==> src/hw/rtl/mvm_pkg.sv <==
// ----------------------------------------------------------------------------
// mvm_pkg
// Shared constants and types for the matrix-vector product engine.
// ----------------------------------------------------------------------------
package mvm_pkg;

  // Default sizes of the matrix store.
  localparam int MAX_ROWS_DEF = 8;
  localparam int MAX_COLS_DEF = 8;

  // Width of the row and column count registers and of the loop counters.
  localparam int DIM_W = 4;

  // Width of one Q16.16 value and of one exact Q32.32 product.
  localparam int VAL_W  = 32;
  localparam int PROD_W = 2 * VAL_W;

  // At most fifteen products are summed, so four guard bits keep the sum exact.
  localparam int ACC_W = PROD_W + 4;

  // Packed stream widths, padded to whole bytes.
  localparam int IN_TDATA_W  = 40;
  localparam int OUT_TDATA_W = 40;

  // Configuration register indexes.
  localparam logic CFG_ROW_COUNT = 1'b0;
  localparam logic CFG_COL_COUNT = 1'b1;

  // Input item kinds, carried on in_tuser.
  localparam logic FUNC_MATRIX = 1'b0;
  localparam logic FUNC_VECTOR = 1'b1;

  // Control strobes from the sequencer to the multiply-accumulate unit.
  typedef struct packed {
    logic clear;
    logic mul_en;
    logic acc_en;
  } mac_ctrl_t;

endpackage

==> src/hw/rtl/mvm_mac.sv <==
// ----------------------------------------------------------------------------
// mvm_mac
// Shared multiply-accumulate unit with Q16.16 rounding and saturation.
// ----------------------------------------------------------------------------
module mvm_mac (
  input  logic                              clk,
  input  mvm_pkg::mac_ctrl_t                ctrl,
  input  logic signed [mvm_pkg::VAL_W-1:0]  op_a,
  input  logic signed [mvm_pkg::VAL_W-1:0]  op_b,
  output logic signed [mvm_pkg::VAL_W-1:0]  result
);

  localparam int SH_W = mvm_pkg::ACC_W - 16;

  logic signed [mvm_pkg::PROD_W-1:0] prod_r;
  logic signed [mvm_pkg::ACC_W-1:0]  acc_r;
  logic signed [mvm_pkg::ACC_W-1:0]  rnd;
  logic signed [SH_W-1:0]            shifted;
  logic                              fits;

  always_ff @(posedge clk) begin
    if (ctrl.mul_en) begin
      prod_r <= op_a * op_b;
    end
    if (ctrl.clear) begin
      acc_r <= '0;
    end else if (ctrl.acc_en) begin
      acc_r <= acc_r + {{(mvm_pkg::ACC_W - mvm_pkg::PROD_W){prod_r[mvm_pkg::PROD_W-1]}},
                        prod_r};
    end
  end

  // Round half up to Q16.16, then clamp to the 32-bit signed range.
  always_comb begin
    rnd     = acc_r + mvm_pkg::ACC_W'(32'h0000_8000);
    shifted = rnd[mvm_pkg::ACC_W-1:16];
    fits    = (&shifted[SH_W-1:mvm_pkg::VAL_W-1]) | ~(|shifted[SH_W-1:mvm_pkg::VAL_W-1]);
    if (fits) begin
      result = shifted[mvm_pkg::VAL_W-1:0];
    end else if (shifted[SH_W-1]) begin
      result = 32'sh8000_0000;
    end else begin
      result = 32'sh7FFF_FFFF;
    end
  end

endmodule
==> config.mk <==
export PLATFORM = sky130hd
export DESIGN_NAME = mvm_mac
export DESIGN_NICKNAME = d
export VERILOG_FILES = /design/src/hw/rtl/mvm_pkg.sv /design/src/hw/rtl/mvm_mac.sv
export SDC_FILE = /design/constraint.sdc
export NUM_CORES = 2
export LEC_CHECK = 0
export CAP_MARGIN = 0
export CORE_MARGIN = 1
export CORE_UTILIZATION = 40
export CTS_CLUSTER_DIAMETER = 50
export DETAILED_ROUTE_END_ITERATION = 8
export DONT_BUFFER_PORTS = 1
export PLACE_DENSITY = 0.59
export SLEW_MARGIN = 5
export SYNTH_ARGS = -nofsm -noshare
export SYNTH_HDL_FRONTEND = slang
export SYNTH_SLANG_ARGS = --single-unit
==> constraint.sdc <==
create_clock -name clk -period 9.75 [get_ports clk]
set_input_delay 1.4625 -clock clk [delete_from_list [all_inputs] [get_ports clk]]
set_output_delay 1.4625 -clock clk [all_outputs]
set_load 0.02 [all_outputs]
==> results.toml <==
[outcome]
status = "finished with violations"
violations = "DRC"

[synthesis]
ys.flop_type = "dfxtp_1"
ys_types = 91
synth_area_per_cell_um2 = 9.19
ys_seq_elements = 132
synth-seq-area-share_pct = 7.08
synth_top_area_cell = "fa_1"
ys_async_sr_fraction_pct = 0
synth_edf_count = 64
yosys-top-cells-area = "fa_1 (47%), inv_1 (8.6%), and2_1 (7.0%)"
syn-num-nets = 6446
syn_area_um2 = 46300
netlist.area_leader.share_pct = 46.8
synthMostInstantiatedCell = "fa_1"
ys.warnings.count = 0
synthTopCellsByCount = "fa_1 (1,083), inv_1 (1,059), nand2_1 (619)"
syn_inst = 5043

[clock_network]
post_cts_buffers = 0
cts-resized-gates = 0
path_clk_slew_ns = 0.06
clk-insertion-delay-late_ns = 0.44
h-tree-depth = 4
clockRootBuffer = "clkbuf_16"
clock_sinks = 132
cts_tree = "done"
clockBufferDepth = 2
cts_buffers = 17
postCtsHoldBufs = 0

[sta]
max_slew_margin_pct = 28.2
report.final.hold_viol_count = 0
period_needed_ns = 8.72
rsz0062_at_grt = "no"
fin_tns_setup_ns = 0
fin_crit_sh_pct = 89.4
report.final.setup_viol = 0
skew_ns = 0.0109
report.final.slew_viol_count = 0
worst_pin_slew_ns = 1.07
max_freq_mhz = 115

[die]
die_y_um = 342
die_x_um = 342
io_pins = 100
die_area_um2 = 117000
rows = 124
core_um2 = 115000
start_util_pct = 40.4

[grt]
grt_first_pass_wirelength_um = 201000
gr-usage-all-layers_pct = 21.9
grt_max_degree = 65
grt_pass1_vias = 35200
grt_overflow = 0
antenna_found_initial = 2

[placement]
dpl_cell_area_um2 = 47300
hpwl_um = 98200
gp_congestion = 0.904
port_buffers = 0

[layout]
multi_input_area_um2 = 38000
area_delta_synth_final_pct = 3.28
fin_area_um2 = 47900
regArea_um2 = 3280
nets = 6214
antenna_cells = 0
layout-drive-gt1-share_pct = 2.36
num-fill-cells = 11200

[worst_setup_path]
critical-path-top-delay-family = "adder cells"
path_common_cell = "fa_1"
worstSetupPathType = "in2reg"
reg2reg_from = "prod_r[1]$_DFFE_PP_"
worst-path-buf-inv = 4
cp_max_fo = 32
crit_path_cell_trace = "and2_1, fa_1, fa_1, inv_1, fa_1, inv_1, fa_1, fa_1, inv_1, fa_1, fa_1, fa_1, inv_1, ha_1, nand2_1, nor3_1, nand2_1, a31oi_1, o211ai_1, a2111oi_2, o2111ai_1, a21oi_1, nor3_1, or3b_1"
cp-startpoint = "op_b[8]"
startpoint_type = "primary input"
cp.arrival_ns = 8.90
slowest_stage = "fa_1"
cpPeakStageDelay_ns = 0.55
crit_required_ns = 9.93
end_kind = "flip-flop"

[route]
drtIter0Drc = 2088
dr.pass1.iters = 9
viasPerCell = 5.18
ant_nets = 0
remaining_drc_errors = 9
post_drt_wl_per_cell_um = 19.6
dr_total_vias = 32800
drt-total-wl_um = 124000

[worst_hold_path]
min_path_type = "reg2reg"
holdCritStartpoint = "acc_r[2]$_SDFFE_PP0P_"

[run]
drv_cap = 0
final timing paths:
check	end	slack, ns	depth (start not counted)
worst max-delay path	prod_r[63]$_DFFE_PP_	1.03	24
worst min register to register	acc_r[2]$_SDFFE_PP0P_	0.49	2
worst max register to register	acc_r[67]$_SDFFE_PP0P_	5.88	11
worst min-delay path	acc_r[2]$_SDFFE_PP0P_	0.49	2
worst reg2reg max path, delay by kind of cell (launching register included):
kind	cells	cell delay, ns
adders and majority gates	1	0.34
muxes	1	0.34
AOI/OAI and AO/OA	8	2.36
and+or+nand+nor	1	0.32
DFF	1	0.42
state kept, by name (all words and copies together) (netlist names):
name and flops:
acc_r 68, prod_r 64
per-layer routing:
layer	vias up	wire length, um	track usage (%)
li1	14800	-	-
met1	16900	58400	32.2
met2	976	55100	34.5
met3	101	8810	3.37
met4	0	1730	3.77
met5	-	0	0
kinds of logic (layout without fill, tap and decap cells):
| kind of cell | after synthesis | in the layout | share of synthesized area (%) |
|---|---|---|---|
| compound gates | 528 | 528 | 7.99 |
| xor+xnor | 156 | 156 | 2.96 |
| fa+ha+maj | 1335 | 1335 | 53.6 |
| buf+inv | 1324 | 1105 | 10.9 |
| flops | 132 | 132 | 7.08 |
| mux | 34 | 34 | 0.737 |
| simple gates | 1534 | 1534 | 16.7 |
layout by cell type (no fill, tap or decap), drive strengths merged, types with 7 or more instances in the layout:
master	instances
mux2i	33
fa	1083
dfxtp	68
or2	7
o21bai	27
a221oi	12
xnor2	80
and3	25
o21ai	111
inv	1064
o21a	13
buf	12
a21boi	11
nor2b	17
xor2	76
o2111ai	7
a31oi	19
ha	252
nor2	143
clkinv	8
nand4	43
nand2b	17
nand2	619
a21oi	141
and4	13
a211oi	19
clkbuf	17
or3	10
a221o	8
nor3	35
nand3	52
o211ai	15
edfxtp	64
and2	523
a21o	84
final cells by class:
type | instances | share of cell area, %
Multi-Input combinational cell | 3587 | 79.4
Inverter | 1061 | 8.32
Sequential cell | 132 | 6.86
Tap cell | 1512 | 3.95
Clock buffer | 17 | 0.889
Clock inverter | 15 | 0.358
Timing Repair Buffer | 12 | 0.188
metrics by stage:
stage	utilization (%)	hold slack [ns]	setup slack, ns	std cells
final	41.8	0.492	1.03	6336
after global routing	41.8	0.527	0.707	6336
after CTS	41.8	0.499	1.01	6336
after detailed placement	41.2	0.484	0.540	6304
after global placement	41.2	0.475	0.622	6304
after floorplan	-	0.463	0.672	5043
Power is not shown: default switching activity piles up to over one toggle a cycle in this logic, so the estimate is an artifact.
